### src/llse_pkg.sv
// Linked-list set engine: shared constants, codes, state and command types.
// No dependencies; every other file of the block imports this package.
package llse_pkg;

  localparam int unsigned CAPACITY_DEF  = 16;
  localparam int unsigned KEY_BITS_DEF  = 32;
  localparam int unsigned OPCODE_BITS   = 2;
  localparam int unsigned KEY_PORT_BITS = 32;
  localparam int unsigned STATUS_BITS   = 2;
  localparam int unsigned COUNT_BITS    = 5;

  // Opcode 3 is unused and answers a miss.
  typedef enum logic [OPCODE_BITS-1:0] {
    OP_ADD    = 2'd0,
    OP_REMOVE = 2'd1,
    OP_SEARCH = 2'd2
  } opcode_e;

  typedef enum logic [STATUS_BITS-1:0] {
    RES_OK   = 2'd0,
    RES_MISS = 2'd1,
    RES_FULL = 2'd2
  } status_e;

  typedef enum logic [2:0] {
    S_IDLE,
    S_WALK,
    S_ALLOC,
    S_UNLINK,
    S_FREE,
    S_RESP
  } state_e;

  typedef enum logic [1:0] {
    RD_HEAD,
    RD_NEXT,
    RD_FREE
  } rd_sel_e;

  typedef struct packed {
    logic    start;
    logic    rd_en;
    rd_sel_e rd_sel;
    logic    step;
    logic    hit_take;
    logic    alloc_wr;
    logic    unlink_wr;
    logic    free_wr;
    logic    set_res;
    status_e res_code;
    logic    load_out;
  } llse_cmd_t;

  typedef struct packed {
    logic [OPCODE_BITS-1:0] op;
    logic                   op_valid;
    logic                   cur_null;
    logic                   key_hit;
    logic                   walk_last;
    logic                   full;
    logic                   out_free;
  } llse_sts_t;

endpackage

### src/llse_if.sv
// Linked-list set engine: request and result channel interfaces.
// Valid/ready handshake; widths come from llse_pkg.
interface llse_req_if;
  import llse_pkg::*;

  logic                     valid;
  logic                     ready;
  logic [OPCODE_BITS-1:0]   opcode;
  logic [KEY_PORT_BITS-1:0] key;

  modport source (output valid, output opcode, output key, input ready);
  modport sink (input valid, input opcode, input key, output ready);
endinterface

interface llse_res_if;
  import llse_pkg::*;

  logic                   valid;
  logic                   ready;
  logic [STATUS_BITS-1:0] status;
  logic [COUNT_BITS-1:0]  count;
  logic                   empty_res;

  modport source (output valid, output status, output count, output empty_res, input ready);
  modport sink (input valid, input status, input count, input empty_res, output ready);
endinterface

### src/llse_ctrl.sv
// Linked-list set engine: controller state machine.
// Drives the datapath through llse_pkg::llse_cmd_t, reads llse_pkg::llse_sts_t.
module llse_ctrl (
  input  logic                clk_i,
  input  logic                rst_ni,
  input  logic                in_valid_i,
  output logic                in_ready_o,
  input  llse_pkg::llse_sts_t sts_i,
  output llse_pkg::llse_cmd_t cmd_o
);
  import llse_pkg::*;

  state_e state_q, state_d;

  always_ff @(posedge clk_i or negedge rst_ni) begin
    if (!rst_ni) begin
      state_q <= S_IDLE;
    end else begin
      state_q <= state_d;
    end
  end

  always_comb begin
    state_d    = state_q;
    cmd_o      = '0;
    in_ready_o = 1'b0;
    case (state_q)
      S_IDLE: begin
        in_ready_o = 1'b1;
        if (in_valid_i) begin
          cmd_o.start  = 1'b1;
          cmd_o.rd_en  = 1'b1;
          cmd_o.rd_sel = RD_HEAD;
          state_d      = S_WALK;
        end
      end
      S_WALK: begin
        if (!sts_i.op_valid) begin
          cmd_o.set_res  = 1'b1;
          cmd_o.res_code = RES_MISS;
          state_d        = S_RESP;
        end else if (!sts_i.cur_null && sts_i.key_hit) begin
          if (sts_i.op == OP_ADD) begin
            cmd_o.set_res  = 1'b1;
            cmd_o.res_code = RES_MISS;
            state_d        = S_RESP;
          end else if (sts_i.op == OP_REMOVE) begin
            cmd_o.hit_take = 1'b1;
            state_d        = S_UNLINK;
          end else begin
            cmd_o.set_res  = 1'b1;
            cmd_o.res_code = RES_OK;
            state_d        = S_RESP;
          end
        end else if (!sts_i.cur_null && !sts_i.walk_last) begin
          // advance to the successor slot
          cmd_o.step   = 1'b1;
          cmd_o.rd_en  = 1'b1;
          cmd_o.rd_sel = RD_NEXT;
        end else if (sts_i.op == OP_ADD) begin
          if (sts_i.full) begin
            cmd_o.set_res  = 1'b1;
            cmd_o.res_code = RES_FULL;
            state_d        = S_RESP;
          end else begin
            // fetch the free head's successor for the pop
            cmd_o.rd_en  = 1'b1;
            cmd_o.rd_sel = RD_FREE;
            state_d      = S_ALLOC;
          end
        end else begin
          cmd_o.set_res  = 1'b1;
          cmd_o.res_code = RES_MISS;
          state_d        = S_RESP;
        end
      end
      S_ALLOC: begin
        cmd_o.alloc_wr = 1'b1;
        cmd_o.set_res  = 1'b1;
        cmd_o.res_code = RES_OK;
        state_d        = S_RESP;
      end
      S_UNLINK: begin
        cmd_o.unlink_wr = 1'b1;
        state_d         = S_FREE;
      end
      S_FREE: begin
        cmd_o.free_wr  = 1'b1;
        cmd_o.set_res  = 1'b1;
        cmd_o.res_code = RES_OK;
        state_d        = S_RESP;
      end
      S_RESP: begin
        // hold the result until the output register frees up
        if (sts_i.out_free) begin
          cmd_o.load_out = 1'b1;
          state_d        = S_IDLE;
        end
      end
      default: begin
        state_d = S_IDLE;
      end
    endcase
  end

  a_alloc_not_full: assert property (@(posedge clk_i) disable iff (!rst_ni)
    cmd_o.alloc_wr |-> !sts_i.full)
    else $error("slot allocated while set is full");

  a_load_after_result: assert property (@(posedge clk_i) disable iff (!rst_ni)
    cmd_o.load_out |-> $past(state_q) != S_IDLE)
    else $error("result loaded straight after idle");

endmodule

### src/llse_dp.sv
// Linked-list set engine: datapath with key and link memories, list heads,
// element count and output register. Uses llse_pkg command and status types.
module llse_dp #(
  parameter int unsigned CAPACITY = llse_pkg::CAPACITY_DEF,
  parameter int unsigned KEY_BITS = llse_pkg::KEY_BITS_DEF
) (
  input  logic                                clk_i,
  input  logic                                rst_ni,
  input  llse_pkg::llse_cmd_t                 cmd_i,
  output llse_pkg::llse_sts_t                 sts_o,
  input  logic [llse_pkg::OPCODE_BITS-1:0]    in_opcode_i,
  input  logic [llse_pkg::KEY_PORT_BITS-1:0]  in_key_i,
  input  logic                                out_ready_i,
  output logic                                out_valid_o,
  output logic [llse_pkg::STATUS_BITS-1:0]    out_status_o,
  output logic [llse_pkg::COUNT_BITS-1:0]     out_count_o,
  output logic                                out_empty_o
);
  import llse_pkg::*;

  localparam int unsigned SLOT_W = $clog2(CAPACITY);
  localparam int unsigned LINK_W = $clog2(CAPACITY + 1);
  localparam int unsigned CNT_W  = $clog2(CAPACITY + 1);
  localparam int unsigned STEP_W = $clog2(CAPACITY);
  localparam int unsigned KW     = (KEY_BITS < KEY_PORT_BITS) ? KEY_BITS : KEY_PORT_BITS;
  localparam int unsigned OW     = (CNT_W < COUNT_BITS) ? CNT_W : COUNT_BITS;
  localparam logic [LINK_W-1:0] NULL_LINK = LINK_W'(CAPACITY);
  localparam logic [CNT_W-1:0]  CNT_FULL  = CNT_W'(CAPACITY);
  localparam logic [STEP_W-1:0] STEP_LAST = STEP_W'(CAPACITY - 1);

  logic [KEY_BITS-1:0] key_mem_q  [CAPACITY];
  logic [LINK_W-1:0]   link_mem_q [CAPACITY];

  logic [KEY_BITS-1:0]    key_q;
  logic [OPCODE_BITS-1:0] op_q;
  logic [KEY_BITS-1:0]    key_rdata_q;
  logic [LINK_W-1:0]      link_rdata_q;
  logic [LINK_W-1:0]      cur_q, prev_q, hit_next_q;
  logic [STEP_W-1:0]      steps_q;
  logic [LINK_W-1:0]      list_head_q, list_head_d;
  logic [LINK_W-1:0]      free_head_q, free_head_d;
  logic [LINK_W-1:0]      fresh_q, fresh_d;
  logic [CNT_W-1:0]       count_q, count_d;
  status_e                res_q;
  logic                   out_valid_q;
  logic [STATUS_BITS-1:0] out_status_q;
  logic [COUNT_BITS-1:0]  out_count_q;
  logic                   out_empty_q;

  logic [LINK_W-1:0] rd_link, link_val, wr_link_data;
  logic [SLOT_W-1:0] wr_link_slot;
  logic              wr_link_en;

  // Slots at or above the fresh mark were never written: their link is
  // still the reset chain, so the successor is the next slot number.
  assign link_val = (cur_q >= fresh_q) ? (cur_q + LINK_W'(1)) : link_rdata_q;

  always_comb begin
    case (cmd_i.rd_sel)
      RD_HEAD: rd_link = list_head_q;
      RD_NEXT: rd_link = link_val;
      RD_FREE: rd_link = free_head_q;
      default: rd_link = list_head_q;
    endcase
  end

  always_ff @(posedge clk_i) begin
    if (cmd_i.rd_en) begin
      key_rdata_q  <= key_mem_q[rd_link[SLOT_W-1:0]];
      link_rdata_q <= link_mem_q[rd_link[SLOT_W-1:0]];
    end
    if (cmd_i.alloc_wr) begin
      key_mem_q[free_head_q[SLOT_W-1:0]] <= key_q;
    end
    if (wr_link_en) begin
      link_mem_q[wr_link_slot] <= wr_link_data;
    end
  end

  always_comb begin
    wr_link_en   = 1'b0;
    wr_link_slot = free_head_q[SLOT_W-1:0];
    wr_link_data = list_head_q;
    if (cmd_i.alloc_wr) begin
      wr_link_en = 1'b1;
    end else if (cmd_i.unlink_wr && (prev_q < NULL_LINK)) begin
      wr_link_en   = 1'b1;
      wr_link_slot = prev_q[SLOT_W-1:0];
      wr_link_data = hit_next_q;
    end else if (cmd_i.free_wr) begin
      wr_link_en   = 1'b1;
      wr_link_slot = cur_q[SLOT_W-1:0];
      wr_link_data = free_head_q;
    end
  end

  // Walk registers and the latched request.
  always_ff @(posedge clk_i) begin
    if (cmd_i.start) begin
      key_q   <= KEY_BITS'(in_key_i[KW-1:0]);
      op_q    <= in_opcode_i;
      prev_q  <= NULL_LINK;
      steps_q <= '0;
    end else if (cmd_i.step) begin
      prev_q  <= cur_q;
      steps_q <= steps_q + STEP_W'(1);
    end
    if (cmd_i.rd_en) begin
      cur_q <= rd_link;
    end
    if (cmd_i.hit_take) begin
      hit_next_q <= link_val;
    end
    if (cmd_i.set_res) begin
      res_q <= cmd_i.res_code;
    end
    if (cmd_i.load_out) begin
      out_status_q <= res_q;
      out_count_q  <= COUNT_BITS'(count_q[OW-1:0]);
      out_empty_q  <= (count_q == '0);
    end
  end

  always_comb begin
    list_head_d = list_head_q;
    free_head_d = free_head_q;
    fresh_d     = fresh_q;
    count_d     = count_q;
    if (cmd_i.alloc_wr) begin
      list_head_d = free_head_q;
      free_head_d = link_val;
      count_d     = count_q + CNT_W'(1);
      if (free_head_q == fresh_q) begin
        fresh_d = fresh_q + LINK_W'(1);
      end
    end
    if (cmd_i.unlink_wr && !(prev_q < NULL_LINK)) begin
      list_head_d = hit_next_q;
    end
    if (cmd_i.free_wr) begin
      free_head_d = cur_q;
      if (count_q != '0) begin
        count_d = count_q - CNT_W'(1);
      end
    end
  end

  always_ff @(posedge clk_i or negedge rst_ni) begin
    if (!rst_ni) begin
      list_head_q <= NULL_LINK;
      free_head_q <= '0;
      fresh_q     <= '0;
      count_q     <= '0;
      out_valid_q <= 1'b0;
    end else begin
      list_head_q <= list_head_d;
      free_head_q <= free_head_d;
      fresh_q     <= fresh_d;
      count_q     <= count_d;
      if (cmd_i.load_out) begin
        out_valid_q <= 1'b1;
      end else if (out_ready_i) begin
        out_valid_q <= 1'b0;
      end
    end
  end

  assign sts_o.op        = op_q;
  assign sts_o.op_valid  = (op_q == OP_ADD) || (op_q == OP_REMOVE) || (op_q == OP_SEARCH);
  assign sts_o.cur_null  = !(cur_q < NULL_LINK);
  assign sts_o.key_hit   = (key_rdata_q == key_q);
  assign sts_o.walk_last = (steps_q == STEP_LAST) || !(link_val < NULL_LINK);
  assign sts_o.full      = (count_q >= CNT_FULL) || !(free_head_q < NULL_LINK);
  assign sts_o.out_free  = !out_valid_q || out_ready_i;

  assign out_valid_o  = out_valid_q;
  assign out_status_o = out_status_q;
  assign out_count_o  = out_count_q;
  assign out_empty_o  = out_empty_q;

  a_count_bound: assert property (@(posedge clk_i) disable iff (!rst_ni)
    count_q <= CNT_FULL)
    else $error("element count above capacity");

  a_full_no_free: assert property (@(posedge clk_i) disable iff (!rst_ni)
    (count_q == CNT_FULL) |-> !(free_head_q < NULL_LINK))
    else $error("free list not empty while set is full");

  a_heads_apart: assert property (@(posedge clk_i) disable iff (!rst_ni)
    (list_head_q < NULL_LINK) |-> (list_head_q != free_head_q))
    else $error("set list and free list share a head slot");

endmodule

### src/linked_list_set_engine.sv
// Linked-list set engine top level: wires the controller to the datapath.
// Depends on llse_pkg, llse_if, llse_ctrl and llse_dp.
//
// Holds up to CAPACITY distinct keys as a singly linked list threaded through
// a key memory and a link memory, with unused slots on a free list. One
// request is in service at a time; a request is taken only when the engine is
// idle, while an earlier result may still sit in the output register. Each
// request walks the set list one slot per clock through the registered memory
// read. After the walk a successful add passes through S_ALLOC, a successful
// remove through S_UNLINK and S_FREE, and every request ends in S_RESP, where
// its result waits until the output register is free before the engine turns
// idle again. The link memory needs no clearing pass after reset; a fill mark
// stands in for the initial free chain.
module linked_list_set_engine #(
  parameter int unsigned CAPACITY = llse_pkg::CAPACITY_DEF,
  parameter int unsigned KEY_BITS = llse_pkg::KEY_BITS_DEF
) (
  input  logic       clk_i,
  input  logic       rst_ni,
  llse_req_if.sink   in_i,
  llse_res_if.source out_o
);
  import llse_pkg::*;

  llse_cmd_t cmd;
  llse_sts_t sts;

  llse_ctrl u_ctrl (
    .clk_i      (clk_i),
    .rst_ni     (rst_ni),
    .in_valid_i (in_i.valid),
    .in_ready_o (in_i.ready),
    .sts_i      (sts),
    .cmd_o      (cmd)
  );

  llse_dp #(
    .CAPACITY (CAPACITY),
    .KEY_BITS (KEY_BITS)
  ) u_dp (
    .clk_i        (clk_i),
    .rst_ni       (rst_ni),
    .cmd_i        (cmd),
    .sts_o        (sts),
    .in_opcode_i  (in_i.opcode),
    .in_key_i     (in_i.key),
    .out_ready_i  (out_o.ready),
    .out_valid_o  (out_o.valid),
    .out_status_o (out_o.status),
    .out_count_o  (out_o.count),
    .out_empty_o  (out_o.empty_res)
  );

endmodule

### src/flat_wrapper.sv
// flat-port wrapper written by rule: the top's interface ports become plain ports
module linked_list_set_engine_flat import llse_pkg::*;
#(
  parameter int unsigned CAPACITY = llse_pkg::CAPACITY_DEF,
  parameter int unsigned KEY_BITS = llse_pkg::KEY_BITS_DEF
)
  (clk_i, rst_ni, in_i_valid, in_i_opcode, in_i_key, in_i_ready, out_o_valid, out_o_status, out_o_count, out_o_empty_res, out_o_ready);
  llse_req_if in_i_i ();
  llse_res_if out_o_i ();
  input  logic clk_i;
  input  logic rst_ni;
  input wire logic [$bits(in_i_i.valid)-1:0] in_i_valid;
  input wire logic [$bits(in_i_i.opcode)-1:0] in_i_opcode;
  input wire logic [$bits(in_i_i.key)-1:0] in_i_key;
  output wire logic [$bits(in_i_i.ready)-1:0] in_i_ready;
  output wire logic [$bits(out_o_i.valid)-1:0] out_o_valid;
  output wire logic [$bits(out_o_i.status)-1:0] out_o_status;
  output wire logic [$bits(out_o_i.count)-1:0] out_o_count;
  output wire logic [$bits(out_o_i.empty_res)-1:0] out_o_empty_res;
  input wire logic [$bits(out_o_i.ready)-1:0] out_o_ready;
  assign in_i_i.valid = in_i_valid;
  assign in_i_i.opcode = in_i_opcode;
  assign in_i_i.key = in_i_key;
  assign in_i_ready = in_i_i.ready;
  assign out_o_valid = out_o_i.valid;
  assign out_o_status = out_o_i.status;
  assign out_o_count = out_o_i.count;
  assign out_o_empty_res = out_o_i.empty_res;
  assign out_o_i.ready = out_o_ready;
  linked_list_set_engine #(.CAPACITY(CAPACITY), .KEY_BITS(KEY_BITS)) u_core (.clk_i(clk_i), .rst_ni(rst_ni), .in_i(in_i_i), .out_o(out_o_i));
endmodule
### config.mk
export PLATFORM = sky130hd
export DESIGN_NAME = linked_list_set_engine_flat
export DESIGN_NICKNAME = d
export VERILOG_FILES = /design/src/llse_pkg.sv /design/src/llse_if.sv /design/src/llse_ctrl.sv /design/src/llse_dp.sv /design/src/linked_list_set_engine.sv /design/src/flat_wrapper.sv
export SDC_FILE = /design/constraint.sdc
export NUM_CORES = 1
export LEC_CHECK = 0
export BUFFER_PORTS_ARGS = -buffer_cell sky130_fd_sc_hd__buf_2
export CORE_UTILIZATION = 40
export DETAILED_ROUTE_END_ITERATION = 10
export PLACE_DENSITY_LB_ADDON = 0.12
export RECOVER_POWER = 50
export SLEW_MARGIN = 40
export SYNTH_ARGS = -nofsm -noshare
export SYNTH_HDL_FRONTEND = slang
export SYNTH_SLANG_ARGS = --single-unit
### constraint.sdc
create_clock -name clk_i -period 4.44 [get_ports clk_i]
set_clock_uncertainty 0.1 [all_clocks]
set_input_delay 0.888 -clock clk_i [delete_from_list [all_inputs] [get_ports clk_i]]
set_output_delay 0.888 -clock clk_i [all_outputs]
set_load 0.01 [all_outputs]
==> key figures <==
Floorplan
  • Initial Util: 0.405
  • Io pins: 48
  • Total core area: 0.0837 mm2
  • DIE HEIGHT: 293 um
  • Cell Rows: 106
  • DIE AREA: 0.0859 mm2
  • Horiz. Die Dim: 293 um

Placed design
  • Placer congestion estimate: 0.790
  • DP Wirelength: 59.2 mm
  • # port buffers: 47

Synthesis
  • Syn Nets: 2,442
  • EDFF count, synth: 683
  • Main synth FF type: edfxtp_1
  • Post-Syn Area: 0.0339 mm2
  • Top-area cell type share of the netlist area: 0.605
  • Synth area leaders: edfxtp_1 (61%), mux2i_1 (8.0%), mux2_2 (5.0%)
  • Post-synthesis register bit count: 716
  • Cell variety after synth: 62
  • Proportion of synthesized chip area in sequential cells: 0.628
  • Syn avg cell area: 14.2 um2
  • Post-synth ARST share: 0.0335
  • Yosys warns: 0
  • Cell taking the most area after synthesis: edfxtp_1
  • Syn Inst Count: 2,392

Critical path
  • Crit path kind: reg2reg
  • WP data required: 4720 ps
  • Crit Reg-Reg Startpoint: u_core.u_dp.key_q[21]
  • R2R Path End: u_core.u_dp.key_rdata_q[26]
  • CP Buf/Inv Count: 7
  • R2R setup slack: 10 ps
  • Critical path's top delay family: simple AND/OR/NAND/NOR gates
  • Crit-path max FO: 6
  • Reg2Reg Depth: 20
  • CP max stage cell: edfxtp_1
  • Crit end category: flop
  • CP Cell Sequence: xor2_2 -> nor4_1 -> buf_4 -> nand4_1 -> buf_6 -> nor3_4 -> nor2_2 -> nand3_2 -> inv_2 -> ha_4 -> and3_4 -> a221oi_4 -> a31oi_4 -> buf_12 -> buf_16 -> buf_12 -> clkbuf_16 -> a221oi_2 -> o221ai_1 -> and4_1
  • CP Launch Type: flop
  • Arrival time worst endpoint: 4710 ps
  • CP max stage delay: 490 ps
  • Most common cell on crit path: buf_12

Clock tree
  • Clk root buf: clkbuf_16
  • Clock sinks: 716
  • CTS H-tree lvls: 3
  • CTS tree: yes
  • Clock latency on the worst-skew pair: 630 ps
  • CTS max path bufs: 3
  • Clk slew on worst S/H paths: 60 ps
  • Cts hold-fix bufs: 0
  • CTS Buf Count: 81

Layout
  • Final-stage net count: 2,600
  • ANT cells: 0
  • Post-layout util: 0.497
  • Area Overhead vs Synth: 22.7%
  • Layout cells sized above 1: 0.279
  • # fillers: 7,127

Routing
  • Via/cell ratio: 6.36
  • DRC: 0
  • Antenna viol nets, final: 0
  • Vias: 23,800
  • Routed len/inst: 29.6 um
  • WL final: 111 mm
  • TritonRoute pass-1 iters: 5
  • Initial DRC count: 1,886

Hold path
  • Hold_sp: in_i_key[14]
  • Hold Path End: u_core.u_dp.key_q[14]
  • Hold Path Class: in2reg
  • Cell depth of the worst min-delay path: 1

STA
  • Final min period: 4430 ps
  • Final Hold Vio Count: 0
  • Final worst-path cycle share: 0.997
  • Fmax: 226 MHz
  • Worst rel slew slack: -0.143
  • Worst-Margin Slew: 1710 ps
  • RSZ-0062 raised after global routing: yes
  • Pins over their slew limit: 78
  • Final setup viols: 0

Global route
  • Initial antenna violation count: 2
  • GR Util met1: 0.334
  • GRT Max-Usage Layer: met2
  • Vias in the first global route: 23,600
  • Largest net degree at the start of global routing: 118
  • M2 GR Usage: 0.411
  • Global-route wire length before repair: 158 mm
  • GR Layer Usage met3: 0.0343
  • Tot GR Track Use: 0.247
  • Overflow left after global routing: 0

Power
  • Total power density per cell area: 692 mW/mm2
  • Pleak: 13.2 nW
  • Power Total: 0.0288 W
  • Worst vdd ir: 516 uV

Run status
  • Status: complete, but fails checks
  • Failing checks: max-capacitance violations, max-slew violations

Flow run
  • Max Cap Viol: 3
[layer usage]
layer | up-vias | wire, um
li1 | 10300 | -
met1 | 12500 | 47900
met2 | 874 | 53800
met3 | 188 | 6260
met4 | 4 | 3190
met5 | - | 21
[how the worst max path moves through the flow]
stage	slack [ps]	to	start	cells past startpoint
finish	10	u_core.u_dp.key_rdata_q[26]	u_core.u_dp.key_q[21]	20
floorplan	0.1	u_core.u_dp.cur_q[0]	u_core.u_dp.cur_q[2]	9
CTS	-9	u_core.u_dp.key_rdata_q[31]	u_core.u_dp.key_q[6]	18
global placement	-210	u_core.u_dp.key_rdata_q[21]	u_core.u_dp.key_q[22]	17
global route	-100	u_core.u_dp.key_rdata_q[14]	u_core.u_dp.key_q[21]	19
detailed placement	-230	u_core.u_dp.key_rdata_q[31]	u_core.u_dp.key_q[22]	17
[logic make-up after synthesis]
| logic type | after synthesis | synth area share |
|---|---|---|
| AOI/OAI and AO/OA | 742 | 0.159 |
| muxes | 421 | 0.130 |
| DFF | 716 | 0.628 |
| adders and majority gates | 12 | 0.00443 |
| buffers and inverters | 237 | 0.0316 |
| and+or+nand+nor | 218 | 0.0351 |
| xor gates and xnor gates | 46 | 0.0119 |
[state kept, by name, indices dropped and copies added (netlist names), 32 cells and up]
register and flops:
u_core.u_dp.key_q 32, u_core.u_dp.link_mem_q 80, u_core.u_dp.key_rdata_q 32, u_core.u_dp.key_mem_q 512
[Yosys cell counts, types with 3 or more instances]
cell type  count
clkbuf_1     151
or3_1          5
a31oi_1        7
edfxtp_1     683
and2_1         7
buf_6         11
xor2_1        36
dfxtp_1        9
nor2b_1        3
nand3b_1       6
nand2_1       44
o221ai_1     149
a21o_1         3
a21oi_1      194
nor2_1        62
ha_1          12
mux2i_1      270
xnor2_1       10
o22ai_1       43
o211ai_1       3
buf_2         36
nand4_1        5
nand3_1        7
buf_4         14
a211oi_1     147
and4_1        38
buf_1          7
nor3_1        13
nand2b_1       8
inv_1         17
and3_1         7
a22oi_1        4
dfrtp_1       23
a221oi_1     149
nor4_1         6
o21ai_0       26
mux2_2       150
[per-stage QoR]
step	setup TNS (ps)	instances	setup slack (ps)	hold WS, ps	cell area, um2
floorplan	0	2392	0.129	300	33900
global placement	-4520	3560	-206	333	36900
detailed placement	-5690	3562	-234	343	37000
CTS	-17.2	3720	-9.36	148	40200
global route	-1580	3747	-104	302	41600
finish	0	3747	13.4	329	41600
[worst register-to-register path, stage by stage, from the launching register on]
cell       delay, ps
edfxtp_1         490
xor2_2           250
nor4_1           310
buf_4            160
nand4_1          160
buf_6            200
nor3_4           220
nor2_2            80
nand3_2           90
inv_2             60
ha_4             170
and3_4           160
a221oi_4         330
a31oi_4          130
buf_12           160
buf_16           170
buf_12           170
clkbuf_16        180
a221oi_2         270
o221ai_1         150
and4_1           180
[cell type report]
| cell class | instances | area, um2 | area share |
|---|---|---|---|
| Tap cell | 1134 | 1420 | 0.0341 |
| Sequential cell | 716 | 21300 | 0.512 |
| Timing Repair Buffer | 294 | 3220 | 0.0774 |
| Clock buffer | 87 | 2070 | 0.0498 |
| Clock inverter | 59 | 611 | 0.0147 |
| Multi-Input combinational cell | 1439 | 12900 | 0.310 |
| Inverter | 18 | 70.1 | 0.00169 |
[timing repair]
action / CTS / global route
endpoints found under the setup margin: 37 / 37
gates resized for setup: 36 / 189
cloned: 5 / 17
pin swaps: 20 / 75
buffers inserted: 7 / 9
[placed cells by master (no fill, tap or decap), types with 13 or more instances in the layout]
cell type / Yosys / routed
mux2i_1: 270 / 266
clkinv_1: 0 / 15
xor2_1: 36 / 33
mux2_2: 150 / 150
a211oi_2: 0 / 36
buf_2: 36 / 33
o22ai_1: 43 / 43
and4_1: 38 / 38
o221ai_1: 149 / 136
nor2_4: 0 / 13
clkbuf_16: 0 / 97
buf_12: 0 / 50
o21ai_0: 26 / 26
buf_4: 14 / 118
a211oi_1: 147 / 110
dfrtp_1: 23 / 21
edfxtp_1: 683 / 683
o221ai_2: 1 / 14
nor2_1: 62 / 49
a21oi_1: 194 / 191
inv_1: 17 / 16
a221oi_2: 1 / 85
clkinv_2: 0 / 24
nand2_1: 44 / 42
buf_16: 0 / 16
a221oi_1: 149 / 54
clkbuf_1: 151 / 55
[power by group]
part,internal [W],leakage (nW),switching [W]
Sequential,0.00838,6.55,0.000499
Combinational,0.00552,5.31,0.00752
Clock,0.00407,1.33,0.00278
No activity file was read; power rests on OpenSTA's default activity.
